$ cat config.mk
export PLATFORM = sky130hd
export DESIGN_NAME = eight_bit_cpu_step
export DESIGN_NICKNAME = d
export VERILOG_FILES = /design/src/hw/rtl/ebc_pkg.sv /design/src/hw/rtl/ebc_ram.sv /design/src/hw/rtl/ebc_exec.sv /design/src/hw/rtl/eight_bit_cpu_step.sv
export SDC_FILE = /design/constraint.sdc
export NUM_CORES = 2
export LEC_CHECK = 0
export BUFFER_PORTS_ARGS = -buffer_cell sky130_fd_sc_hd__buf_2
export CORE_MARGIN = 3
export CORE_UTILIZATION = 45
export DETAILED_ROUTE_END_ITERATION = 8
export RECOVER_POWER = 25
export SLEW_MARGIN = 20
export SYNTH_ARGS = -nofsm -noshare
export SYNTH_HDL_FRONTEND = slang
export SYNTH_SLANG_ARGS = --single-unit
$ cat constraint.sdc
create_clock -name aclk -period 20.4 [get_ports aclk]
set_input_delay 2.04 -clock aclk [delete_from_list [all_inputs] [get_ports aclk]]
set_output_delay 2.04 -clock aclk [all_outputs]
set_load 0.01 [all_outputs]
$ cat src/hw/rtl/ebc_pkg.sv
// ----------------------------------------------------------------------------
// ebc_pkg
// Shared types, opcodes and constants of the eight-bit CPU step engine.
// ----------------------------------------------------------------------------
`default_nettype none

package ebc_pkg;

    localparam int NUM_REGS  = 16;
    localparam int RF_AW     = $clog2(NUM_REGS);
    localparam int MEM_BYTES = 256;
    localparam int MEM_AW    = $clog2(MEM_BYTES);
    localparam int DATA_W    = 8;

    localparam logic [DATA_W-1:0] SP_RESET = 8'hFF;

    // flag bit positions
    localparam int FLAG_C = 0;
    localparam int FLAG_Z = 1;
    localparam int FLAG_N = 2;

    localparam logic CMD_LOAD = 1'b0;
    localparam logic CMD_STEP = 1'b1;

    typedef enum logic [3:0] {
        OP_CTRL  = 4'h0,
        OP_LDI   = 4'h1,
        OP_LD    = 4'h2,
        OP_ST    = 4'h3,
        OP_MOV   = 4'h4,
        OP_ADD   = 4'h5,
        OP_SUB   = 4'h6,
        OP_LOGIC = 4'h7,
        OP_UNARY = 4'h8,
        OP_JUMP  = 4'h9,
        OP_CALL  = 4'hA,
        OP_RET   = 4'hB,
        OP_PUSH  = 4'hC,
        OP_POP   = 4'hD,
        OP_TERM  = 4'hE,
        OP_NOPF  = 4'hF
    } op_t;

    localparam logic [3:0] SUB_HALT = 4'hF;
    localparam logic [3:0] SUB_AND  = 4'h0;
    localparam logic [3:0] SUB_OR   = 4'h1;
    localparam logic [3:0] SUB_XOR  = 4'h2;
    localparam logic [3:0] SUB_NOT  = 4'h0;
    localparam logic [3:0] SUB_INC  = 4'h1;
    localparam logic [3:0] SUB_DEC  = 4'h2;
    localparam logic [3:0] SUB_JMP  = 4'h0;
    localparam logic [3:0] SUB_JZ   = 4'h1;
    localparam logic [3:0] SUB_JNZ  = 4'h2;
    localparam logic [3:0] SUB_JN   = 4'h3;
    localparam logic [3:0] SUB_JC   = 4'h4;
    localparam logic [3:0] SUB_TX   = 4'h0;
    localparam logic [3:0] SUB_RX   = 4'h1;

    // operands gathered for one instruction
    typedef struct packed {
        logic [DATA_W-1:0] b1;
        logic [DATA_W-1:0] b2;
        logic [DATA_W-1:0] ra_val;
        logic [DATA_W-1:0] rb_val;
        logic [DATA_W-1:0] rc_val;
        logic [DATA_W-1:0] memd;
        logic [DATA_W-1:0] data;
        logic [DATA_W-1:0] pc;
        logic [DATA_W-1:0] sp;
        logic [2:0]        flags;
    } exec_in_t;

    // effects of one instruction
    typedef struct packed {
        logic              rf_we;
        logic [RF_AW-1:0]  rf_waddr;
        logic [DATA_W-1:0] rf_wdata;
        logic              mem_we;
        logic [MEM_AW-1:0] mem_waddr;
        logic [DATA_W-1:0] mem_wdata;
        logic [DATA_W-1:0] pc_next;
        logic [DATA_W-1:0] sp_next;
        logic [2:0]        flags_next;
        logic              halt_set;
        logic              char_valid;
        logic [DATA_W-1:0] char_out;
        logic              input_taken;
    } exec_out_t;

    function automatic logic [MEM_AW-1:0] maddr(input logic [DATA_W-1:0] a);
        return a[MEM_AW-1:0];
    endfunction

endpackage

`default_nettype wire

$ cat src/hw/rtl/ebc_ram.sv
// ----------------------------------------------------------------------------
// ebc_ram
// Generic RAM, one write port and one read port, registered read data.
// ----------------------------------------------------------------------------
`default_nettype none

module ebc_ram #(
    parameter int WIDTH = 8,
    parameter int DEPTH = 256
) (
    input  wire logic                     clk,
    input  wire logic                     we,
    input  wire logic [$clog2(DEPTH)-1:0] waddr,
    input  wire logic [WIDTH-1:0]         wdata,
    input  wire logic [$clog2(DEPTH)-1:0] raddr,
    output logic      [WIDTH-1:0]         rdata
);

    logic [WIDTH-1:0] mem_reg [DEPTH];

    always_ff @(posedge clk) begin
        if (we) begin
            mem_reg[waddr] <= wdata;
        end
        rdata <= mem_reg[raddr];
    end

endmodule

`default_nettype wire

$ cat src/hw/rtl/ebc_exec.sv
// ----------------------------------------------------------------------------
// ebc_exec
// Execute unit: decodes one instruction and computes its write-backs.
// ----------------------------------------------------------------------------
`default_nettype none

module ebc_exec import ebc_pkg::*; (
    input  exec_in_t  ei,
    output exec_out_t eo
);

    logic [3:0]        op_code;
    logic [3:0]        sub;
    logic [8:0]        sum;
    logic [DATA_W-1:0] diff;
    logic [DATA_W-1:0] lres;
    logic [DATA_W-1:0] ures;
    logic [DATA_W-1:0] pc_inc;
    logic              go;

    always_comb begin
        op_code = ei.b1[7:4];
        sub     = ei.b1[3:0];
        pc_inc  = ei.pc + 8'd2;
        sum     = {1'b0, ei.ra_val} + {1'b0, ei.rb_val};
        diff    = ei.ra_val - ei.rb_val;

        case (sub)
            SUB_AND: lres = ei.rb_val & ei.rc_val;
            SUB_OR:  lres = ei.rb_val | ei.rc_val;
            default: lres = ei.rb_val ^ ei.rc_val;
        endcase

        case (sub)
            SUB_NOT: ures = ~ei.rb_val;
            SUB_INC: ures = ei.rb_val + 8'd1;
            default: ures = ei.rb_val - 8'd1;   // wraps to 0xFF from zero
        endcase

        case (sub)
            SUB_JMP: go = 1'b1;
            SUB_JZ:  go = ei.flags[FLAG_Z];
            SUB_JNZ: go = !ei.flags[FLAG_Z];
            SUB_JN:  go = ei.flags[FLAG_N];
            SUB_JC:  go = ei.flags[FLAG_C];
            default: go = 1'b0;
        endcase

        eo             = '0;
        eo.rf_waddr    = ei.b1[RF_AW-1:0];
        eo.mem_waddr   = maddr(ei.b2);
        eo.mem_wdata   = ei.ra_val;
        eo.pc_next     = pc_inc;
        eo.sp_next     = ei.sp;
        eo.flags_next  = ei.flags;

        unique case (op_code)
            OP_CTRL: begin
                eo.halt_set = (sub == SUB_HALT);
            end
            OP_LDI: begin
                eo.rf_we    = 1'b1;
                eo.rf_wdata = ei.b2;
            end
            OP_LD, OP_POP: begin
                eo.rf_we    = 1'b1;
                eo.rf_wdata = ei.memd;
                if (op_code == OP_POP) begin
                    eo.sp_next = ei.sp + 8'd1;
                end
            end
            OP_ST: begin
                eo.mem_we = 1'b1;
            end
            OP_MOV: begin
                eo.rf_we    = 1'b1;
                eo.rf_wdata = ei.rb_val;
            end
            OP_ADD: begin
                eo.rf_we              = 1'b1;
                eo.rf_wdata           = sum[7:0];
                eo.flags_next[FLAG_C] = sum[8];
                eo.flags_next[FLAG_Z] = (sum == 9'd0);
            end
            OP_SUB: begin
                eo.rf_we              = 1'b1;
                eo.rf_wdata           = diff;
                eo.flags_next[FLAG_Z] = (ei.ra_val == ei.rb_val);
                eo.flags_next[FLAG_N] = (ei.ra_val < ei.rb_val);
            end
            OP_LOGIC: begin
                if (sub == SUB_AND || sub == SUB_OR || sub == SUB_XOR) begin
                    eo.rf_we              = 1'b1;
                    eo.rf_waddr           = ei.b2[7:4];
                    eo.rf_wdata           = lres;
                    eo.flags_next[FLAG_Z] = (lres == 8'd0);
                end
            end
            OP_UNARY: begin
                eo.rf_waddr = ei.b2[7:4];
                eo.rf_wdata = ures;
                if (sub == SUB_NOT) begin
                    eo.rf_we              = 1'b1;
                    eo.flags_next[FLAG_Z] = (ures == 8'd0);
                end else if (sub == SUB_INC) begin
                    eo.rf_we              = 1'b1;
                    eo.flags_next[FLAG_C] = (ei.rb_val == 8'hFF);
                end else if (sub == SUB_DEC) begin
                    eo.rf_we              = 1'b1;
                    eo.flags_next[FLAG_N] = (ei.rb_val == 8'd0);
                    eo.flags_next[FLAG_Z] = (ei.rb_val == 8'd1);
                end
            end
            OP_JUMP: begin
                if (go) begin
                    eo.pc_next = ei.rb_val;
                end
            end
            OP_CALL: begin
                eo.mem_we    = 1'b1;
                eo.mem_waddr = maddr(ei.sp);
                eo.mem_wdata = pc_inc;
                eo.sp_next   = ei.sp - 8'd1;
                eo.pc_next   = ei.b2;
            end
            OP_RET: begin
                eo.sp_next = ei.sp + 8'd1;
                eo.pc_next = ei.memd;
            end
            OP_PUSH: begin
                eo.mem_we    = 1'b1;
                eo.mem_waddr = maddr(ei.sp);
                eo.sp_next   = ei.sp - 8'd1;
            end
            OP_TERM: begin
                eo.rf_waddr = ei.b2[7:4];
                eo.rf_wdata = ei.data;
                if (sub == SUB_TX) begin
                    eo.char_valid = 1'b1;
                    eo.char_out   = ei.rb_val;
                end else if (sub == SUB_RX) begin
                    eo.rf_we       = 1'b1;
                    eo.input_taken = 1'b1;
                end
            end
            default: begin
            end
        endcase
    end

endmodule

`default_nettype wire

$ cat src/hw/rtl/eight_bit_cpu_step.sv
// ----------------------------------------------------------------------------
// eight_bit_cpu_step
// Eight-bit CPU that loads one RAM byte or runs one instruction per transfer.
// ----------------------------------------------------------------------------
// After reset the core sweeps its RAM and register file to zero, one entry a
// cycle, and holds s_tready low meanwhile; the stack pointer write port works
// throughout. A RAM load, or a step on a halted core, completes in S_IDLE.
// An instruction step runs S_FETCH, S_OPER, S_SRC and S_EXEC: the two
// instruction bytes come one after the other through the single read port of
// the RAM, then R[ra], R[rb] and R[rc] through the single read port of the
// register file; S_EXEC executes and writes back. One item waits in an input
// buffer while another executes, and the result register hands off to the
// m_ side without stalling the engine unless it is still full at write-back.
`default_nettype none

module eight_bit_cpu_step import ebc_pkg::*; (
    input  wire logic        aclk,
    input  wire logic        aresetn,
    input  wire logic        cfg_wr_en,
    input  wire logic [7:0]  cfg_wr_data,    // stack_top
    input  wire logic        s_tvalid,
    output logic             s_tready,
    input  wire logic [15:0] s_tdata,        // [7:0] address, [15:8] data
    input  wire logic        s_tuser,        // command
    output logic             m_tvalid,
    input  wire logic        m_tready,
    output logic      [23:0] m_tdata         // [0] char_valid, [8:1] char_out,
                                             // [9] halted, [17:10] pc_now,
                                             // [20:18] flags_now,
                                             // [21] input_taken, [23:22] zero
);

    typedef enum logic [5:0] {
        S_CLEAR = 6'b000001,
        S_IDLE  = 6'b000010,
        S_FETCH = 6'b000100,
        S_OPER  = 6'b001000,
        S_SRC   = 6'b010000,
        S_EXEC  = 6'b100000
    } state_t;

    state_t              state_reg, state_next;
    logic [MEM_AW-1:0]   clr_cnt_reg;
    logic                in_valid_reg;
    logic                in_cmd_reg;
    logic [DATA_W-1:0]   in_addr_reg;
    logic [DATA_W-1:0]   in_data_reg;
    logic [DATA_W-1:0]   data_reg;
    logic [DATA_W-1:0]   pc_reg;
    logic [DATA_W-1:0]   sp_reg;
    logic [2:0]          flags_reg;
    logic                halt_reg;
    logic [DATA_W-1:0]   b1_reg;
    logic [DATA_W-1:0]   b2_reg;
    logic [DATA_W-1:0]   ra_val_reg;
    logic [DATA_W-1:0]   rb_val_reg;
    logic [DATA_W-1:0]   memd_reg;
    logic                m_tvalid_reg;
    logic [23:0]         m_tdata_reg;

    logic                out_free;
    logic                quick;
    logic                start;
    logic                exec_fire;
    logic                s_xfer;
    logic [23:0]         res_tdata;

    logic                mem_we;
    logic [MEM_AW-1:0]   mem_waddr;
    logic [DATA_W-1:0]   mem_wdata;
    logic [MEM_AW-1:0]   mem_raddr;
    logic [DATA_W-1:0]   mem_rdata;
    logic                rf_we;
    logic [RF_AW-1:0]    rf_waddr;
    logic [DATA_W-1:0]   rf_wdata;
    logic [RF_AW-1:0]    rf_raddr;
    logic [DATA_W-1:0]   rf_rdata;

    exec_in_t            ei;
    exec_out_t           eo;

    ebc_ram #(.WIDTH(DATA_W), .DEPTH(MEM_BYTES)) u_mem (
        .clk   (aclk),
        .we    (mem_we),
        .waddr (mem_waddr),
        .wdata (mem_wdata),
        .raddr (mem_raddr),
        .rdata (mem_rdata)
    );

    ebc_ram #(.WIDTH(DATA_W), .DEPTH(NUM_REGS)) u_rf (
        .clk   (aclk),
        .we    (rf_we),
        .waddr (rf_waddr),
        .wdata (rf_wdata),
        .raddr (rf_raddr),
        .rdata (rf_rdata)
    );

    ebc_exec u_exec (
        .ei (ei),
        .eo (eo)
    );

    assign s_tready = !in_valid_reg && (state_reg != S_CLEAR);
    assign s_xfer   = s_tvalid && s_tready;
    assign m_tvalid = m_tvalid_reg;
    assign m_tdata  = m_tdata_reg;

    always_comb begin
        ei.b1     = b1_reg;
        ei.b2     = b2_reg;
        ei.ra_val = ra_val_reg;
        ei.rb_val = rb_val_reg;
        ei.rc_val = rf_rdata;
        ei.memd   = memd_reg;
        ei.data   = data_reg;
        ei.pc     = pc_reg;
        ei.sp     = sp_reg;
        ei.flags  = flags_reg;
    end

    always_comb begin
        out_free  = !m_tvalid_reg || m_tready;
        quick     = (state_reg == S_IDLE) && in_valid_reg &&
                    ((in_cmd_reg == CMD_LOAD) || halt_reg) && out_free;
        start     = (state_reg == S_IDLE) && in_valid_reg &&
                    (in_cmd_reg == CMD_STEP) && !halt_reg;
        exec_fire = (state_reg == S_EXEC) && out_free;

        state_next = state_reg;
        unique case (state_reg)
            S_CLEAR: begin
                if (clr_cnt_reg == MEM_AW'(MEM_BYTES - 1)) begin
                    state_next = S_IDLE;
                end
            end
            S_IDLE: begin
                if (start) begin
                    state_next = S_FETCH;
                end
            end
            S_FETCH: state_next = S_OPER;
            S_OPER:  state_next = S_SRC;
            S_SRC:   state_next = S_EXEC;
            S_EXEC: begin
                if (out_free) begin
                    state_next = S_IDLE;
                end
            end
            default: state_next = S_CLEAR;
        endcase

        // RAM read address follows the fetch and operand sequence
        unique case (state_reg)
            S_IDLE:  mem_raddr = maddr(pc_reg);
            S_FETCH: mem_raddr = maddr(pc_reg + 8'd1);
            S_OPER: begin
                if (b1_reg[7:4] == OP_RET || b1_reg[7:4] == OP_POP) begin
                    mem_raddr = maddr(sp_reg + 8'd1);
                end else begin
                    mem_raddr = maddr(mem_rdata);
                end
            end
            default: mem_raddr = maddr(b2_reg);
        endcase

        unique case (state_reg)
            S_FETCH: rf_raddr = mem_rdata[RF_AW-1:0];       // ra
            S_OPER:  rf_raddr = mem_rdata[7:8-RF_AW];       // rb
            default: rf_raddr = b2_reg[RF_AW-1:0];          // rc
        endcase

        mem_we    = 1'b0;
        mem_waddr = eo.mem_waddr;
        mem_wdata = eo.mem_wdata;
        if (state_reg == S_CLEAR) begin
            mem_we    = 1'b1;
            mem_waddr = clr_cnt_reg;
            mem_wdata = '0;
        end else if (quick && (in_cmd_reg == CMD_LOAD)) begin
            mem_we    = 1'b1;
            mem_waddr = maddr(in_addr_reg);
            mem_wdata = in_data_reg;
        end else if (exec_fire) begin
            mem_we    = eo.mem_we;
        end

        rf_we    = 1'b0;
        rf_waddr = eo.rf_waddr;
        rf_wdata = eo.rf_wdata;
        if (state_reg == S_CLEAR) begin
            rf_we    = 1'b1;
            rf_waddr = clr_cnt_reg[RF_AW-1:0];
            rf_wdata = '0;
        end else if (exec_fire) begin
            rf_we    = eo.rf_we;
        end

        if (exec_fire) begin
            res_tdata = {2'b00, eo.input_taken, eo.flags_next, eo.pc_next,
                         halt_reg | eo.halt_set, eo.char_out, eo.char_valid};
        end else begin
            res_tdata = {2'b00, 1'b0, flags_reg, pc_reg, halt_reg, 8'd0, 1'b0};
        end
    end

    always_ff @(posedge aclk) begin
        if (!aresetn) begin
            state_reg    <= S_CLEAR;
            clr_cnt_reg  <= '0;
            in_valid_reg <= 1'b0;
            m_tvalid_reg <= 1'b0;
            pc_reg       <= '0;
            sp_reg       <= SP_RESET;
            flags_reg    <= '0;
            halt_reg     <= 1'b0;
        end else begin
            state_reg <= state_next;
            if (state_reg == S_CLEAR) begin
                clr_cnt_reg <= clr_cnt_reg + 1'b1;
            end
            if (s_xfer) begin
                in_valid_reg <= 1'b1;
            end else if (quick || start) begin
                in_valid_reg <= 1'b0;
            end
            if (quick || exec_fire) begin
                m_tvalid_reg <= 1'b1;
            end else if (m_tready) begin
                m_tvalid_reg <= 1'b0;
            end
            if (exec_fire) begin
                pc_reg    <= eo.pc_next;
                flags_reg <= eo.flags_next;
                halt_reg  <= halt_reg | eo.halt_set;
            end
            if (cfg_wr_en) begin
                sp_reg <= cfg_wr_data;
            end else if (exec_fire) begin
                sp_reg <= eo.sp_next;
            end
        end
    end

    // payload, no reset
    always_ff @(posedge aclk) begin
        if (s_xfer) begin
            in_cmd_reg  <= s_tuser;
            in_addr_reg <= s_tdata[7:0];
            in_data_reg <= s_tdata[15:8];
        end
        if (start) begin
            data_reg <= in_data_reg;
        end
        if (state_reg == S_FETCH) begin
            b1_reg <= mem_rdata;
        end
        if (state_reg == S_OPER) begin
            b2_reg     <= mem_rdata;
            ra_val_reg <= rf_rdata;
        end
        if (state_reg == S_SRC) begin
            rb_val_reg <= rf_rdata;
            memd_reg   <= mem_rdata;
        end
        if (quick || exec_fire) begin
            m_tdata_reg <= res_tdata;
        end
    end

    // halt is sticky until reset
    a_halt_sticky: assert property (@(posedge aclk) disable iff (!aresetn)
        $past(aresetn) && $past(halt_reg) |-> halt_reg)
        else $error("halt flag dropped");

    // pc only moves at instruction write-back
    a_pc_hold: assert property (@(posedge aclk) disable iff (!aresetn)
        $past(aresetn) && !$past(exec_fire) |-> $stable(pc_reg))
        else $error("pc changed outside write-back");

    // write-back waits while the result register is still full
    a_exec_wait: assert property (@(posedge aclk) disable iff (!aresetn)
        (state_reg == S_EXEC) && m_tvalid_reg && !m_tready |=> (state_reg == S_EXEC))
        else $error("write-back over a pending result");

    // no transfer accepted during the clearing sweep
    a_clear_block: assert property (@(posedge aclk) disable iff (!aresetn)
        (state_reg == S_CLEAR) |-> !s_tready)
        else $error("input accepted while clearing");

endmodule

`default_nettype wire
==> impl_metrics.sql <==
INSERT INTO impl_metrics (metric_group, metric, value, unit) VALUES
('outcome', 'run_status', 'complete, but fails checks', ''),
('outcome', 'failing_checks', 'max-capacitance violations, max-slew violations', ''),
('detailed_routing', 'viasPerCell', '6.124', ''),
('cts', 'postCtsHoldBufs', '0', ''),
('final_layout', 'fillCellCount', '17911', ''),
('synth', 'cell_type_with_the_highest_aggregate_area_in_the_netlist', 'edfxtp_1', ''),
('placement', 'detailed_place_hpwl', '164200', 'um'),
('timing', 'report.final.slew_viol_count', '1096', ''),
('floorplanning', 'die_h', '465.6', 'um'),
('critical_path', 'timing.critical_path.buf_inv', '2', ''),
('floorplanning', 'placement_rows', '168', ''),
('final_layout', 'fin_util', '50.14', '%'),
('global_route', 'grt_start_max_net_pins', '195', ''),
('critical_path', 'critical_path.max_fanout', '168', ''),
('final_layout', 'nets', '6960', ''),
('timing', 'tightestPinTransition', '8.970', 'ns'),
('timing', 'fmaxAchievable', '76.50', 'MHz'),
('timing', 'grt_setup_unrepaired', 'no', ''),
('synth', 'synth_edf_count', '2263', ''),
('power_and_ir_drop', 'power.static_leakage', '30.30', 'nW'),
('floorplanning', 'initial_core_util', '45.31', '%'),
('cts', 'cts.reportedPaths.clkPinSlew', '0.07', 'ns'),
('floorplanning', 'die_width', '465.6', 'um'),
('final_layout', 'flip_flop_count_of_the_largest_register_after_layout', '2048', ''),
('detailed_routing', 'antenna_violating_nets_post_route', '0', ''),
('critical_path', 'critPathCaptureType', 'flop', ''),
('detailed_routing', 'route.final.wire_length', '278700', 'um'),
('final_layout', 'syn2layout_area_growth', '10.65', '%'),
('synth', 'yosysWarningCount', '0', ''),
('global_route', 'grt_pass1_wl', '404700', 'um'),
('cts', 'clkLatencyLatePin', '0.90', 'ns'),
('cts', 'ctsResizeCount', '0', ''),
('power_and_ir_drop', 'ir_worst_vdd', '0.00009476', 'V'),
('final_layout', 'drive_gt1_share', '7.287', '%'),
('synth', 'syn_area', '0.09506', 'mm^2'),
('critical_path', 'crit_path_max_incr_delay', '6.28', 'ns'),
('synth', 'yosysSeqAreaShare', '72.58', '%'),
('placement', 'port-buffer-count', '53', ''),
('synth', 'syn-mean-instance-area', '13.61', 'um^2'),
('cts', 'tritoncts_buffer_count', '228', ''),
('critical_path', 'arrival', '13.58', 'ns'),
('cts', 'cts-htree-levels', '4', ''),
('cts', 'ctsLongestPathBuffers', '3', ''),
('detailed_routing', 'drc', '0', ''),
('detailed_routing', 'detailedRoute.firstPassIterationCount', '8', ''),
('cts', 'clk_root_buffer_cell', 'clkbuf_16', ''),
('global_route', 'grt_use_total', '25.08', '%'),
('timing', 'setup_viol', '0', ''),
('floorplanning', 'fp.dieArea', '0.2168', 'mm^2'),
('critical_path', 'worst-setup-path-type', 'flop to flop', ''),
('critical_path', 'critical_path_required', '20.90', 'ns'),
('worst_hold_path', 'hold_path.class', 'flop to flop', ''),
('synth', 'async_flop_share', '0', '%'),
('synth', 'ys_top_cells_by_area', 'edfxtp_1 (71%), nand2_1 (4.8%), a21oi_1 (3.2%), mux2i_1 (2.9%), nor2_1 (1.5%)', ''),
('floorplanning', 'coreArea', '0.2098', 'mm^2'),
('timing', 'layout_worst_path_cycle_share', '64.08', '%'),
('detailed_routing', 'vias', '60557', ''),
('critical_path', 'crit_path_start_kind', 'flop', ''),
('synth', 'ys_ff_latch', '2315', ''),
('cts', 'clock_sinks', '2315', ''),
('synth', 'post-synth-top-area-fraction', '71.49', '%'),
('synth', 'postSynth.topFlopCell', 'edfxtp_1', ''),
('critical_path', 'critical-path-top-delay-family', 'buffers and inverters', ''),
('global_route', 'grt_antenna_before_repair', '11', ''),
('final_layout', 'area_of_the_multi_input_gates', '0.02399', 'mm^2'),
('detailed_routing', 'drt_iter0_drc', '8365', ''),
('critical_path', 'critical_path.slowest_cell', 'clkbuf_1', ''),
('timing', 'setup_tns', '0', 'ns'),
('timing', 'max_slew_margin', '-498.0', '%'),
('job', 'maxCapViolCount', '17', ''),
('placement', 'place.gp.congestion', '0.9344', '');
per-layer routing:
layer  vias to the layer above  track usage [%]  routed length (um)
li1                      26545                -                   -
met1                     30472            36.02              115800
met2                      3006            37.95              125800
met3                       534            4.921               26040
met4                         0            9.476               11000
met5                         -                0                   0
logic make-up (layout without fill, tap and decap cells):
| logic type | after synthesis | after routing | share of synthesized area [%] |
|---|---|---|---|
| xor+xnor | 44 | 44 | 0.4054 |
| buf+inv | 541 | 634 | 2.447 |
| simple gates | 2157 | 2157 | 9.677 |
| other cells | 1 | 5 | 0.003945 |
| mux | 293 | 293 | 3.106 |
| flops | 2315 | 2315 | 72.58 |
| fa+ha+maj | 44 | 44 | 0.5923 |
| compound gates | 1592 | 1592 | 11.19 |
final timing paths:
kind              depth (start not counted)                   end           start  slack, ns
setup / recovery                          8  u_mem.mem_reg[54][4]    state_reg[3]       7.33
hold / removal                            0           data_reg[0]  in_data_reg[0]       0.49
hold reg to reg                           0           data_reg[0]  in_data_reg[0]       0.49
setup reg to reg                          8  u_mem.mem_reg[54][4]    state_reg[3]       7.33
cell usage after synthesis, drive strengths merged, types with 13 or more instances:
cell type	instances
a22oi	131
o22ai	104
o311a	40
dfxtp	52
o2111ai	20
o32ai	17
and3	13
ha	41
mux2i	277
o21ai	103
xnor2	31
a31oi	52
a311oi	64
nor4	67
nor3	92
and2	98
o211ai	28
a21oi	607
o41ai	25
buf	228
a211oi	91
o221ai	71
xor2	13
nand3	194
edfxtp	2263
inv	38
a221oi	137
mux2	16
clkbuf	275
nand2	1219
nor2b	35
nand2b	19
nor2	381
layout by cell type, fill, tap and decap left out, types with 38 or more instances in the layout:
cell type | netlist | final
o311a_1 | 40 | 40
clkbuf_16 | 0 | 228
dfxtp_1 | 52 | 52
o21ai_0 | 98 | 98
nor3_1 | 91 | 89
a31oi_1 | 51 | 51
nor2_1 | 380 | 378
a211oi_1 | 90 | 90
a22oi_1 | 131 | 131
nand3_1 | 193 | 194
and2_1 | 98 | 77
a311oi_1 | 64 | 64
a221oi_1 | 137 | 137
nand2_1 | 1219 | 1205
a21oi_1 | 607 | 602
edfxtp_1 | 2263 | 2263
buf_4 | 14 | 87
clkbuf_1 | 274 | 98
nor4_1 | 66 | 64
ha_1 | 41 | 41
o22ai_1 | 104 | 98
o221ai_1 | 71 | 71
clkinv_2 | 0 | 38
clkinv_1 | 0 | 55
mux2i_1 | 277 | 277
power breakdown:
group / total (W) / leakage (nW) / internal [W] / switching, W
Combinational: 0.0000531 / 9.77 / 0.0000109 / 0.0000422
Clock: 0.00416 / 3.56 / 0.00231 / 0.00185
Sequential: 0.00516 / 17.0 / 0.00515 / 0.00000594
cell type report:
class	count	area share, %
antenna	3	0.007137
clock buffer	282	5.646
multi-input combinational	4132	22.81
sequential	2315	65.60
timing repair buffer	172	1.098
clock inverter	142	1.374
inverter	38	0.1356
tap	2805	3.337
per-stage QoR:
stage               area (um^2)  setup slack, ns  total power, W  instances  hold WS [ns]
floorplan                 95060            4.742        0.005283       6988        0.4208
global placement          97990            12.31        0.005312       9460        0.4619
detailed placement        98040            12.24        0.005312       9461        0.4535
CTS                      105400            12.23        0.009422       9885        0.4872
global route             105200            6.640        0.009614       9887        0.5022
finish                   105200            7.328        0.009375       9889        0.4876
Power figures use the tool's default switching activity.
